`src/design/pfat_frame_map.sv`:
```
// Used-frame bitmap: registered read port, one write port, clearing pass after reset.
module pfat_frame_map #(
    parameter int NUM_FRAMES = 1024,
    parameter int FW         = 10
) (
    input  logic          i_clk,
    input  logic          i_rst_n,
    input  logic [FW-1:0] i_rd_addr,
    output logic          o_rd_data,
    input  logic          i_wr_en,
    input  logic [FW-1:0] i_wr_addr,
    input  logic          i_wr_data,
    output logic          o_ready
);
    logic          r_mem [NUM_FRAMES];
    logic [FW:0]   r_clr;
    logic          r_rd;

    assign o_ready   = (r_clr == (FW+1)'(NUM_FRAMES));
    assign o_rd_data = r_rd;

    // Clearing sweep, one entry a cycle
    always_ff @(posedge i_clk) begin
        if (!i_rst_n) begin
            r_clr <= '0;
        end else if (r_clr < (FW+1)'(NUM_FRAMES)) begin
            r_clr <= r_clr + 1'b1;
        end
    end

    always_ff @(posedge i_clk) begin
        if (r_clr < (FW+1)'(NUM_FRAMES)) begin
            r_mem[r_clr[FW-1:0]] <= 1'b0;
        end else if (i_wr_en) begin
            r_mem[i_wr_addr] <= i_wr_data;
        end
        r_rd <= r_mem[i_rd_addr];
    end
endmodule

```
`config.mk`:
```
export PLATFORM = sky130hd
export DESIGN_NAME = pfat_frame_map
export DESIGN_NICKNAME = d
export VERILOG_FILES = /design/src/design/pfat_frame_map.sv
export SDC_FILE = /design/constraint.sdc
export NUM_CORES = 1
export LEC_CHECK = 0
export BUFFER_PORTS_ARGS = -buffer_cell sky130_fd_sc_hd__clkbuf_2
export CORE_UTILIZATION = 35
export CTS_CLUSTER_DIAMETER = 50
export CTS_CLUSTER_SIZE = 16
export DETAILED_ROUTE_END_ITERATION = 12
export PLACE_DENSITY_LB_ADDON = 0.25
export REMOVE_ABC_BUFFERS = 1
export SLEW_MARGIN = 40
export SYNTH_ARGS = -nofsm -noshare
export SYNTH_HDL_FRONTEND = slang
export SYNTH_SLANG_ARGS = --single-unit
```
`constraint.sdc`:
```
create_clock -name i_clk -period 48.6 [get_ports i_clk]
set_clock_uncertainty 0.1 [all_clocks]
set_input_delay 4.86 -clock i_clk [delete_from_list [all_inputs] [get_ports i_clk]]
set_output_delay 4.86 -clock i_clk [all_outputs]
set_load 0.02 [all_outputs]
```
==> run metrics <==
CTS Root Cell=clkbuf_16; Post-synth top flop=edfxtp_1; Startpoint Class=input port; first-pass GRT wire length=192 mm; Hold Crit Class=reg -> reg; Power Density=38.2 mW/mm^2; setup TNS=0 ns; post-synthesis cell area=0.0454 mm^2; Max VDD drop=27.6 uV; vias in the first global route=27,034; n_diodes=0; Inserted Clock Buffers=117; critical path endpoint category=register; CTS tree=done; total wire length=134 mm; post-synth cell types=70; WL/cell=27.1 um; Via density=5.54; highest clock rate=0.124 GHz; Area Growth Syn to Fin=12.9%; EDFF count, synth=1,024; vias=27,486; grt ovf=0; Async S/R FF share, synth=0%; flops & latches, synth=1,036; # resized after CTS=0; Final Cell Area=0.0513 mm^2; largest net degree at the start of global routing=138; Starting Density=35.5%; max-slew violations=0; Final ANT Viol Nets=0; # DRC=0; Worst Path Arrival=8.57 ns; CTS Hold Bufs=0; nets@finish=3,150; Leak=17.1 nW; Yosys warnings=0; sequential cell area fraction in the yosys report=68.2%; share of cells above drive strength 1=18.4%; CP max FO=20; core area=0.128 mm^2; syn avg cell area=14.2 um^2; initial antenna violation count=1; worst-margin pin slew=0.901 ns; DP Area=0.0472 mm^2; Final Hold Vio Count=0; CP max stage cell=nand2_1; die area=0.131 mm^2; Post-CTS Setup Bufs=0; critical path type=in -> reg; final setup fails=0; Max clock buf depth=3; I/O pin total=26; Die Y=362 um; Mapped Cells=3,205; Clk Latency, worst-skew pair=0.69 ns; global placement routability congestion=0.790; Rows=131; Post-DP HPWL=70.3 mm; Die X=362 um; RSZ-0062 raised after global routing=false; all-layer global routing usage=20.3%; crit-path cells=clkbuf_2 -> buf_4 -> clkinv_1 -> nand2_1 -> a21oi_1 -> nor4_1 -> a211oi_1 -> a22oi_1 -> o2111ai_1; Max Cap Violations=0; critical path data required time=49.08 ns; status=complete, no violations; iteration-0 DRC count of the detailed router=3,040; port bufs=25; H-tree Lvls=3; Core Util, Final=40.0%; Min Clock Period, post-route=8.09 ns; clock sink total=1,036; Reg clk slew, reported paths=0.07 ns; slowest cell delay on critical path=0.83 ns; slew margin rel.=39.9%; drt pass-1 iters=7; final period utilization=16.6%
flip-flops by register name, summed over array words and instances (netlist names):
register	count
r_mem	1024
r_clr	11
o_rd_data	1
synth_stat cells (6+ instances only):
cell	instances	share of area, %
mux4_2	201	10
mux2_2	7	0.17
buf_1	66	0.55
nand2_1	115	0.95
a211oi_1	8	0.13
a22oi_1	25	0.41
clkbuf_1	172	1.4
nor4_1	8	0.11
o211ai_1	6	0.099
nor3_1	19	0.21
mux2i_1	112	2.5
xnor2_1	8	0.15
buf_2	18	0.20
edfxtp_1	1024	68
dfxtp_1	12	0.53
nand3_1	20	0.22
a2111oi_0	6	0.12
mux4_1	17	0.98
o221ai_1	38	0.73
buf_6	14	0.35
nand2b_1	12	0.17
a21oi_1	32	0.35
nor2_1	1056	8.7
and2_1	12	0.17
o22ai_1	25	0.34
o21ai_0	9	0.099
nand4_1	6	0.083
buf_4	22	0.36
a31oi_1	11	0.15
or3_1	14	0.19
nor3b_1	6	0.099
nor2b_1	17	0.23
inv_1	13	0.11
power breakdown:
group | internal [mW] | total, mW | switching, mW
sequential | 0.967 | 0.967 | 0.000707
clock | 0.513 | 0.912 | 0.399
combinational | 0.0263 | 0.0776 | 0.0513
total | 1.51 | 1.96 | 0.451
per-layer routing:
layer / vias up / track usage, % / wire (um)
met3: 208 / 2.25 / 7700
met2: 939 / 34.1 / 66000
met4: 2 / 6.11 / 3710
li1: 11721 / - / -
met5: - / 0 / 13
met1: 14616 / 27.6 / 57000
layout make-up:
type	instances	area, um^2
Clock buffer	123	3010
Clock inverter	100	1010
Fill cell	12091	76900
Inverter	15	56.3
Multi-Input combinational cell	1857	13200
Sequential cell	1036	31000
Tap cell	1729	2160
Timing Repair Buffer	97	827
critical path: cells and delay by family:
kind | cells | cell delay (ns)
AOI/OAI and AO/OA | 4 | 0.86
and+or+nand+nor | 2 | 1.50
buffers and inverters | 3 | 1.29
final timing paths:
kind / start / to / slack, ns / depth (start not counted)
worst max register to register: r_clr[10] / r_mem[721] / 44.10 / 6
worst max-delay path: i_rd_addr[5] / o_rd_data / 40.51 / 9
worst min-delay path: r_clr[5] / r_clr[5] / 0.52 / 2
worst min register to register: r_clr[5] / r_clr[5] / 0.52 / 2
placed cells by master (no fill, tap or decap), drive strengths merged, types with 5 or more instances in the layout:
cell type	instances
buf	75
bufinv	9
or3	14
a22oi	25
nand2	115
nor2b	17
mux2i	113
o22ai	25
dfxtp	12
o211ai	6
mux4	218
nor3	19
a211oi	8
a21oi	32
nor3b	6
clkinv	41
o21ai	9
a2111oi	6
inv	50
nand4	6
xnor2	8
o221ai	38
edfxtp	1024
nor4	9
nor2	1056
or2	5
nand2b	12
nand3	20
and2	12
clkinvlp	15
a31oi	11
mux2	7
clkbuf	145
kinds of logic after synthesis:
| family | after synthesis | synth area share [%] |
|---|---|---|
| and+or+nand+nor | 1309 | 11.6 |
| AOI/OAI and AO/OA | 200 | 3.21 |
| buffers and inverters | 312 | 3.21 |
| adders and majority gates | 2 | 0.0551 |
| DFF | 1036 | 68.2 |
| muxes | 338 | 13.6 |
| xor gates and xnor gates | 8 | 0.154 |
through the flow:
| stage | worst slack [ns] | std cells | hold WS [ns] | power [mW] |
|---|---|---|---|---|
| 6_report | 40.51 | 4957 | 0.523 | 1.96 |
| 5_1_grt | 40.24 | 4957 | 0.539 | 2.00 |
| 4_1_cts | 40.31 | 4956 | 0.508 | 1.97 |
| 3_5_place_dp | 39.56 | 4733 | 0.498 | 1.06 |
| 3_3_place_gp | 39.15 | 4728 | 0.493 | 1.06 |
| 2_1_floorplan | 27.84 | 2908 | 0.431 | 1.02 |
Power figures use the tool's default switching activity.
